**config.mk**
```make
export PLATFORM = sky130hd
export DESIGN_NAME = date_difference_days_top
export DESIGN_NICKNAME = d
export VERILOG_FILES = /design/src/rtl/dd_pkg.sv /design/src/rtl/date_difference_days_top.sv /design/src/rtl/dd_date_check.sv /design/src/rtl/dd_day_count.sv
export SDC_FILE = /design/constraint.sdc
export NUM_CORES = 2
export LEC_CHECK = 0
export BUFFER_PORTS_ARGS = -buffer_cell sky130_fd_sc_hd__buf_2
export CAP_MARGIN = 5
export CORE_UTILIZATION = 50
export CTS_CLUSTER_SIZE = 16
export DETAILED_ROUTE_END_ITERATION = 16
export HOLD_SLACK_MARGIN = 0.12
export PLACE_DENSITY = 0.75
export RECOVER_POWER = 25
export SYNTH_ARGS = -nofsm -noshare
export SYNTH_HDL_FRONTEND = slang
export SYNTH_SLANG_ARGS = --single-unit
```
**constraint.sdc**
```tcl
create_clock -name clk -period 13.6 [get_ports clk]
set_input_delay 0.68 -clock clk [delete_from_list [all_inputs] [get_ports clk]]
set_output_delay 0.68 -clock clk [all_outputs]
set_load 0.02 [all_outputs]
```
**src/rtl/dd_pkg.sv**
```systemverilog
// Shared types, constants and calendar helper functions for the date difference block.
// No dependencies; every other file in rtl imports this package.
package dd_pkg;

	localparam int DayW   = 5;
	localparam int MonthW = 4;
	localparam int YearW  = 14;
	localparam int DaysW  = 22;
	// Day numbers reach about 365.25 * 2^14, which needs one bit more than the output.
	localparam int CountW = 23;

	localparam logic [MonthW-1:0] MonthJan = 4'd1;
	localparam logic [MonthW-1:0] MonthFeb = 4'd2;
	localparam logic [MonthW-1:0] MonthDec = 4'd12;

	localparam logic [DaysW-1:0] DaysSat = {DaysW{1'b1}};

	typedef struct packed {
		logic [DayW-1:0]   day_one;
		logic [MonthW-1:0] month_one;
		logic [YearW-1:0]  year_one;
		logic [DayW-1:0]   day_two;
		logic [MonthW-1:0] month_two;
		logic [YearW-1:0]  year_two;
	} dd_req_t;

	typedef struct packed {
		logic [DaysW-1:0] days_between;
		logic             first_valid;
		logic             second_valid;
	} dd_res_t;

	// Floor division by 100 for values below 2^15: multiply by 5243 / 2^19.
	// The reciprocal error stays below one hundredth over that range, so it is exact.
	function automatic logic [8:0] div100(input logic [14:0] x);
		logic [27:0] p;
		p = 28'(x) * 28'd5243;
		return p[27:19];
	endfunction

	// Gregorian leap year: divisible by 4, and not by 100 unless by 400.
	// A multiple of 100 is a multiple of 400 exactly when its quotient by 100 is a multiple of 4.
	function automatic logic is_leap(input logic [YearW-1:0] y);
		logic [8:0]       q;
		logic [YearW-1:0] prod;
		logic [YearW-1:0] r;
		q    = div100({1'b0, y});
		prod = 14'(q) * 14'd100;
		r    = y - prod;
		return (y[1:0] == 2'd0) && ((r != '0) || (q[1:0] == 2'd0));
	endfunction

	function automatic logic [4:0] month_len(input logic [MonthW-1:0] m, input logic leap);
		logic [4:0] len;
		case (m)
			4'd1, 4'd3, 4'd5, 4'd7, 4'd8, 4'd10, 4'd12: len = 5'd31;
			4'd4, 4'd6, 4'd9, 4'd11:                    len = 5'd30;
			MonthFeb:                                   len = leap ? 5'd29 : 5'd28;
			default:                                    len = 5'd0;
		endcase
		return len;
	endfunction

	function automatic logic [8:0] days_before(input logic [MonthW-1:0] m);
		logic [8:0] n;
		case (m)
			4'd1:    n = 9'd0;
			4'd2:    n = 9'd31;
			4'd3:    n = 9'd59;
			4'd4:    n = 9'd90;
			4'd5:    n = 9'd120;
			4'd6:    n = 9'd151;
			4'd7:    n = 9'd181;
			4'd8:    n = 9'd212;
			4'd9:    n = 9'd243;
			4'd10:   n = 9'd273;
			4'd11:   n = 9'd304;
			4'd12:   n = 9'd334;
			default: n = 9'd0;
		endcase
		return n;
	endfunction

endpackage

```
**src/rtl/date_difference_days_top.sv**
```systemverilog
// Top level of the Gregorian day difference block: input register, day count stage, result stage.
// Depends on dd_pkg, dd_date_check and dd_day_count.
//
// Usage:
// A date pair is presented on req and transferred at a rising edge where start is high and
// busy is low. busy is always low, so a new pair can be transferred in every cycle.
// Each transfer produces exactly one result on the result port, marked by done for one
// clock cycle. The result passes through the stages in order: the pair is registered,
// both dates are checked and turned into day numbers, then the absolute difference is
// formed, saturated to the output width and forced to zero when either date is invalid.
// Throughput is one pair per cycle; the day number stage, with its constant multiply and
// reciprocal divisions by 100, sets the clock rate.
// Results are ordered as the pairs were transferred. The receiver cannot stall, so the
// result must be taken in the cycle that done is high.
// Reset clears the stage valid flags; no result appears until a new pair is transferred.
// MAX_YEAR is the largest accepted year.
module date_difference_days_top import dd_pkg::*; #(
	parameter int MAX_YEAR = 9999
) (
	input  logic    clk,
	input  logic    arst_n,
	input  logic    start,
	output logic    busy,
	input  dd_req_t req,
	output logic    done,
	output dd_res_t result
);

	dd_req_t           req_s1;
	logic              vld_s1;
	logic              v1_c;
	logic              v2_c;
	logic [CountW-1:0] a_c;
	logic [CountW-1:0] b_c;
	logic [CountW-1:0] a_s2;
	logic [CountW-1:0] b_s2;
	logic              v1_s2;
	logic              v2_s2;
	logic              vld_s2;
	logic [CountW-1:0] diff_c;
	dd_res_t           res_c;
	dd_res_t           result_q;
	logic              done_q;

	assign busy = 1'b0;

	always_ff @(posedge clk or negedge arst_n) begin
		if (!arst_n) begin
			vld_s1 <= 1'b0;
			vld_s2 <= 1'b0;
			done_q <= 1'b0;
		end else begin
			vld_s1 <= start && !busy;
			vld_s2 <= vld_s1;
			done_q <= vld_s2;
		end
	end

	always_ff @(posedge clk) begin
		if (start && !busy) begin
			req_s1 <= req;
		end
	end

	dd_date_check #(.MAX_YEAR(MAX_YEAR)) u_check_one (
		.day   (req_s1.day_one),
		.month (req_s1.month_one),
		.year  (req_s1.year_one),
		.valid (v1_c)
	);

	dd_date_check #(.MAX_YEAR(MAX_YEAR)) u_check_two (
		.day   (req_s1.day_two),
		.month (req_s1.month_two),
		.year  (req_s1.year_two),
		.valid (v2_c)
	);

	dd_day_count u_count_one (
		.day   (req_s1.day_one),
		.month (req_s1.month_one),
		.year  (req_s1.year_one),
		.count (a_c)
	);

	dd_day_count u_count_two (
		.day   (req_s1.day_two),
		.month (req_s1.month_two),
		.year  (req_s1.year_two),
		.count (b_c)
	);

	always_ff @(posedge clk) begin
		if (vld_s1) begin
			a_s2  <= a_c;
			b_s2  <= b_c;
			v1_s2 <= v1_c;
			v2_s2 <= v2_c;
		end
	end

	always_comb begin
		diff_c = (a_s2 > b_s2) ? (a_s2 - b_s2) : (b_s2 - a_s2);
		res_c.first_valid  = v1_s2;
		res_c.second_valid = v2_s2;
		if (!(v1_s2 && v2_s2)) begin
			res_c.days_between = '0;
		end else if (diff_c[CountW-1]) begin
			res_c.days_between = DaysSat;
		end else begin
			res_c.days_between = diff_c[DaysW-1:0];
		end
	end

	always_ff @(posedge clk) begin
		if (vld_s2) begin
			result_q <= res_c;
		end
	end

	assign done   = done_q;
	assign result = result_q;

endmodule

```
**src/rtl/dd_date_check.sv**
```systemverilog
// Validity check of one calendar date: year limit, month range and day within the month.
// Depends on dd_pkg for widths and the leap year and month length helpers.
module dd_date_check import dd_pkg::*; #(
	parameter int MAX_YEAR = 9999
) (
	input  logic [DayW-1:0]   day,
	input  logic [MonthW-1:0] month,
	input  logic [YearW-1:0]  year,
	output logic              valid
);

	localparam logic [16:0] MaxYear = 17'(MAX_YEAR);

	logic [4:0] len;
	logic       year_ok;
	logic       month_ok;

	assign year_ok  = (17'(year) <= MaxYear);
	assign month_ok = (month >= MonthJan) && (month <= MonthDec);
	assign len      = month_len(month, is_leap(year));
	assign valid    = year_ok && month_ok && (day != '0) && (day <= len);

endmodule

```
**src/rtl/dd_day_count.sv**
```systemverilog
// Closed-form day number of a date, counted from 1 January of year 0.
// Depends on dd_pkg; the result is meaningful only for a valid date.
module dd_day_count import dd_pkg::*; (
	input  logic [DayW-1:0]   day,
	input  logic [MonthW-1:0] month,
	input  logic [YearW-1:0]  year,
	output logic [CountW-1:0] count
);

	logic [14:0]       y15;
	logic [14:0]       sum399;
	logic [12:0]       t4;
	logic [8:0]        t100;
	logic [8:0]        t400;
	logic [CountW-1:0] base;
	logic              leap_adj;

	assign y15    = {1'b0, year};
	assign sum399 = y15 + 15'd399;
	// Leap days in the years before this one, as ceiling quotients.
	assign t4     = 13'((y15 + 15'd3) >> 2);
	assign t100   = div100(y15 + 15'd99);
	// Floor of x / 400 is the floor of (x / 4) / 100.
	assign t400   = div100(15'(sum399 >> 2));

	assign base     = 23'(year) * 23'd365 + 23'(t4) - 23'(t100) + 23'(t400);
	assign leap_adj = (month > MonthFeb) && is_leap(year);
	assign count    = base + 23'(days_before(month)) + 23'(leap_adj) + 23'(day);

endmodule

```
After elaboration in Yosys (flattened, before gate mapping)
Memories as Yosys holds them, arrays and structs flattened. A register that Yosys moved wholly into a read port is not among the register bits.
Cells that the tools add are included.
Widths: inputs -> output; s select.
Word-level totals
  register bits after elaboration: 121
  ROM bits: 288
  bits of input ports: 49
  output and inout port bits: 26
  logic and storage cells: 120
  memories kept: 2
Cells by class
  add/sub/neg operators: 22
  $mul: 10
  order comparisons: 11
  equal/unequal tests: 24
  muxes and demuxes: 8
  reduce and logical (&&, ||, !) cells: 27
Memory list
  (name not given): words 16, bits a word 9, read ports 1, clocked after memory_dff 1, write ports 0, RTL line dd_pkg.sv:66  | case (m)
  (name not given): words 16, bits a word 9, read ports 1, clocked after memory_dff 1, write ports 0, RTL line dd_pkg.sv:66
Operators by type and width (number)
  $add 23x9->23: 4
  $mul 15x13->28 const B: 2
  $mul 14x13->27 const B: 2
  $mul 13x13->26 const B: 2
  $add 23x1->23: 2
  $add 23x13->23: 2
  $add 23x5->23: 2
  $mul 14x9->23 const B: 2
  $sub 23x23->23: 2
  $sub 23x9->23: 2
  $eq 4x4->1 const B: 10
  $eq 4x3->1 const B: 8
  $add 14x2->15 const B: 2
  $add 14x7->15 const B: 2
  $add 14x9->15 const B: 2
  $pmux 5 s3: 2
  $le 14x14->1 const B: 2
  $reduce_bool 14->1: 2
  $sub 14x14->14: 2
  $mul 8x5->12 const B: 2
  $gt 23x23->1: 1
  $mux 23: 1
  $mux 22: 1
  $eq 4x2->1 const B: 4
  other kinds (13): 39

Longest topological paths before layout
  depth in word-level cells: 10
  mapped depth: 60
  depth with buffers taken out: 59

Hierarchy
From an unflattened synthesis, not the netlist that was laid out.
Unflattened totals
  cells, all modules: 5010
  area total of the unflattened synthesis: 48367.6 um^2
By module, submodules not included
  dd_day_count (u_count_two): times used 1, cells an instance 1699, area each 16213.0 um^2, sequential area each 0.0 um^2
  dd_day_count (u_count_one): times used 1, cells an instance 1673, area each 15942.8 um^2, sequential area each 0.0 um^2
  date_difference_days_top: times used 1, cells an instance 542, area each 6343.6 um^2, sequential area each 3618.5 um^2
  dd_date_check (u_check_two): times used 1, cells an instance 550, area each 4966.0 um^2, sequential area each 0.0 um^2
  dd_date_check (u_check_one): times used 1, cells an instance 546, area each 4902.2 um^2, sequential area each 0.0 um^2

Least setup slack after synthesis
No wires, ideal clock.
  path type: register to register
  start: register req_s1[7] in the netlist's numbering
  end: register b_s2[21] (data pin)
  library setup time: 262 ps
  arrival: 14073 ps
  data required time: 13338 ps
  path slack: -735 ps
  stages on the path, launching flop included: 57
  buffers on the path: 1
  clock period less this slack: 14335 ps
  path through: edfxtp_1 > clkinv_1 > fa_1 > inv_1 > ha_1 > fa_1 > fa_1 > inv_1 > fa_1 > inv_1 > ha_1 > nand4_1 > nor2_1 > a311oi_1 > a21boi_0 > o21a_1 > o21a_1 > o31a_1 > (+21 left out) > fa_1 > ha_1 > inv_1 > fa_1 > fa_1 > fa_1 > inv_1 > fa_1 > a21o_1 > a21oi_1 > o21bai_1 > a2111oi_0 > or3_1 > o311a_1 > a31oi_1 > a211oi_1 > a21oi_1 > xor2_1
Between the ends
  word-level cells in the longest chain between the ends: 9
Ends and longest elaborated chain
  from (decl): RTL line date_difference_days_top.sv:29  | dd_req_t req_s1;
  from (signal assigned): RTL line date_difference_days_top.sv:61  | req_s1 <= req;
  parallel branches: the longest is 7 deep, another holds $mul 14x9->23
  $add 23x1->23 *: RTL line dd_day_count.sv:28  | assign count = base + 23'(days_before(month)) + 23'(leap_adj) + 23'(day);
  $add 23x5->23 *: RTL line dd_day_count.sv:28
  via b_c[21]: RTL line date_difference_days_top.sv:34  | logic [CountW-1:0] b_c;
  to (signal assigned): RTL line date_difference_days_top.sv:96  | b_s2 <= b_c;
  to (decl): RTL line date_difference_days_top.sv:36  | logic [CountW-1:0] b_s2;
Mark *: on every way through the listed nets, which the timed path passes.
A chain may end at the register's enable or synchronous reset.

Final worst setup path
  start: register req_s1[9] in the netlist's numbering
  end: register b_s2[21] (data pin)
The elaborated chain is that of the path after synthesis.

==> results.ini <==
[status]
status=finished, violations left
failed_checks=capacitance limit, slew limit, setup timing

[floorplan]
ios=75
core_area_um2=77700
die-area_um2=80000
start_util=0.508
die_y_um=283
rows=102
die-width_um=283

[clock_network]
cts_max_level=4
clock-sinks=139
ctsRootBufferMaster=clkbuf_16
clkLatencyLatePin_ns=0.49
clk_pin_slew_ns=0.07
cts_tree=yes
cts_made_buffers=17
clock_path_buffers=2

[logic_synthesis]
synth_nets=5561
syn-cell-area_um2=39500
ys_async_sr_fraction=0.0216
ys_seq_area_frac=0.101
synth_ff_type=edfxtp_1
synthDistinctLibCells=95
syn_avg_cell_area_um2=9.88
ys_seq_elements=139
yosys_warnings=0
synth_cells=3993
synth_edf_count=118

[worst_setup_path]
crit_start=req_s1[9]
cp_max_fo=5
criticalPathCategory=flip-flop to flip-flop
max_stage_delay_ns=0.55
crit_slowest_cell=fa_1
start_kind=flip-flop
reg2reg_from=req_s1[9]
crit_arrival_ns=14.06
worstSetupEndpointType=flip-flop
critPathRequiredTime_ns=13.83

[grt]
grt_antenna_before_repair=5
grt_pass1_vias=30300
grt_max_degree=58
overflow=0
grtUsageTotal=0.244
top_usage_layer=met2
use_met3=0.0425
grt_pass1_wl_um=155000
global_route.usage.met1=0.322
met2_usage=0.405

[hold_path]
holdCritStartpoint=req[9]
hold_class=primary input to flip-flop

[layout]
area_growth_pct=13.0
final_nets=5907
diodes=0
fillers=6528
layout-drive-gt1-share=0.128
regArea_um2=3980
multi_input_area_um2=32100

[routing]
ant_nets=0
finalWirelength_um=94400
drc=0
firstDrtPassIters=5
vias_per_cell=5.27
routedWlPerCell_um=17.5
drt_iter0_drc=1587
vias=28400

[sta]
max_slew_margin=-1.57
rsz0062_at_grt=true
slew_viol_final=108
setup_slack_ns=-0.230
fin_crit_ns=13.83
fin_worst_skew_ns=0.0103
finalHoldWorstSlack_ns=0.360
tns_ns=-0.557
min_period_over_period=1.02
finalHoldViolCount=0
max_freq_ghz=0.0723
setup_viol=4
worst_pin_slew_ns=3.85

[placed_design]
pre_cts_ws_ns=-0.518
numPortBuffers=73
dp_hpwl_um=82100
place.gp.congestion=0.997

[run]
maxCapViolations=2

layout by cell type, fill, tap and decap left out, types with 9 or more instances in the layout:
master | synthesis | final
nor2b_1 | 29 | 26
nor2_1 | 107 | 100
clkbuf_1 | 12 | 22
ha_4 | 0 | 21
fa_1 | 572 | 561
clkbuf_16 | 0 | 17
inv_2 | 0 | 17
o21ai_0 | 82 | 72
nand3_1 | 31 | 30
or2_2 | 14 | 13
a211oi_1 | 23 | 19
o21ai_2 | 3 | 10
o21a_1 | 30 | 30
or3_1 | 13 | 11
a31oi_1 | 12 | 10
o211ai_1 | 11 | 11
buf_4 | 3 | 260
inv_1 | 1081 | 1062
dfxtp_1 | 18 | 18
nand2_1 | 126 | 125
and3_1 | 20 | 19
buf_2 | 12 | 54
nor3_1 | 42 | 40
and2_1 | 11 | 10
mux2i_1 | 28 | 27
edfxtp_1 | 118 | 118
nand2b_1 | 24 | 24
xnor2_1 | 146 | 144
a211o_1 | 9 | 9
xor2_1 | 49 | 47
nand4_1 | 16 | 16
o21bai_1 | 18 | 17
a21oi_1 | 151 | 132
a21o_1 | 61 | 61
fa_2 | 0 | 11
buf_6 | 0 | 17
ha_1 | 947 | 919
a31o_2 | 13 | 13
a21oi_2 | 2 | 18
layer usage:
| layer | part of all wire | vias up | wire, um |
|---|---|---|---|
| li1 | - | 13600 | - |
| met1 | 0.44 | 14000 | 41700 |
| met2 | 0.47 | 675 | 44400 |
| met3 | 0.054 | 162 | 5130 |
| met4 | 0.033 | 10 | 3070 |
| met5 | 0.00069 | - | 65 |
area by class of cell:
cell class | count | area share
Multi-Input combinational cell | 2744 | 0.720
Inverter | 1083 | 0.0914
Sequential cell | 139 | 0.0893
Timing Repair Buffer | 354 | 0.0569
Tap cell | 1040 | 0.0292
Clock buffer | 19 | 0.00971
Clock inverter | 13 | 0.00373
synth_stat cells, types with 8 or more instances:
cell type,n,area (um2)
nor3_1,42,210
a21oi_1,151,756
xor2_1,49,429
nor2b_1,29,181
nand2_1,126,473
a211o_1,9,78.8
buf_2,12,60.1
a31oi_1,12,75.1
or2_2,14,87.6
inv_1,1081,4060
a21o_1,61,458
fa_1,572,11500
or3_1,13,81.3
nand3_1,31,155
nor2_1,107,402
clkbuf_1,12,45.0
mux2i_1,28,280
dfxtp_1,18,360
o31ai_1,11,82.6
and2_1,11,68.8
nor4_1,8,50.1
nand2b_1,24,150
a2111oi_0,9,78.8
and3_1,20,125
edfxtp_1,118,3540
a211oi_1,23,173
o21a_1,30,225
a21boi_0,12,90.1
a31o_2,13,114
o21bai_1,18,135
nand4_1,16,100
o211ai_1,11,82.6
ha_1,947,11800
o21ai_0,82,410
xnor2_1,146,1280
path summary, 6_finish.rpt:
path,end,slack [ns],depth (start not counted)
worst min-delay path,req_s1[9],0.36,1
worst min register to register,result[1],0.64,0
min in group asynchronous,vld_s1,0.80,2
worst max register to register,b_s2[21],-0.23,57
worst max-delay path,b_s2[21],-0.23,57
max in group asynchronous,done,12.32,2
cells by family (layout without fill, tap and decap cells):
| family | count (synthesis) | in the layout | share of synthesized area |
|---|---|---|---|
| AO/OA/AOI/OAI | 530 | 530 | 0.0917 |
| XOR/XNOR | 196 | 196 | 0.0439 |
| adder cells (fa/ha/maj) | 1520 | 1520 | 0.591 |
| buffers and inverters | 1110 | 1469 | 0.106 |
| flip-flops | 139 | 139 | 0.101 |
| multiplexers | 33 | 33 | 0.00862 |
| other | 1 | 1 | 0.0000950 |
| AND/OR/NAND/NOR | 464 | 464 | 0.0578 |
metrics by stage:
step           std cells  instance area (um2)  utilization
3_5_place_dp        5313                42800        0.551
6_report            5392                44600        0.574
4_1_cts             5376                43900        0.565
2_1_floorplan       3993                39600            -
5_1_grt             5392                44600        0.574
3_3_place_gp        5313                42800        0.551
repair_timing:
item / in CTS / in global routing
buffers inserted: 30 / 24
gates resized for setup: 55 / 113
pin swaps: 49 / 85
endpoints found under the hold margin: 3 / 0
gates cloned: 0 / 0
endpoints found under the setup margin: 12 / 30
hold buffers: 1 / 0
critical path, delay by kind of cell (launching register included):
family / cells / cell delay (ns)
AO/OA/AOI/OAI: 18 / 3.99
flip-flops: 1 / 0.39
AND/OR/NAND/NOR: 7 / 0.94
adder cells (fa/ha/maj): 18 / 6.91
buffers and inverters: 11 / 0.84
XOR/XNOR: 3 / 0.46
Power is not shown: default switching activity piles up to over one toggle a cycle in this logic, so the estimate is an artifact.
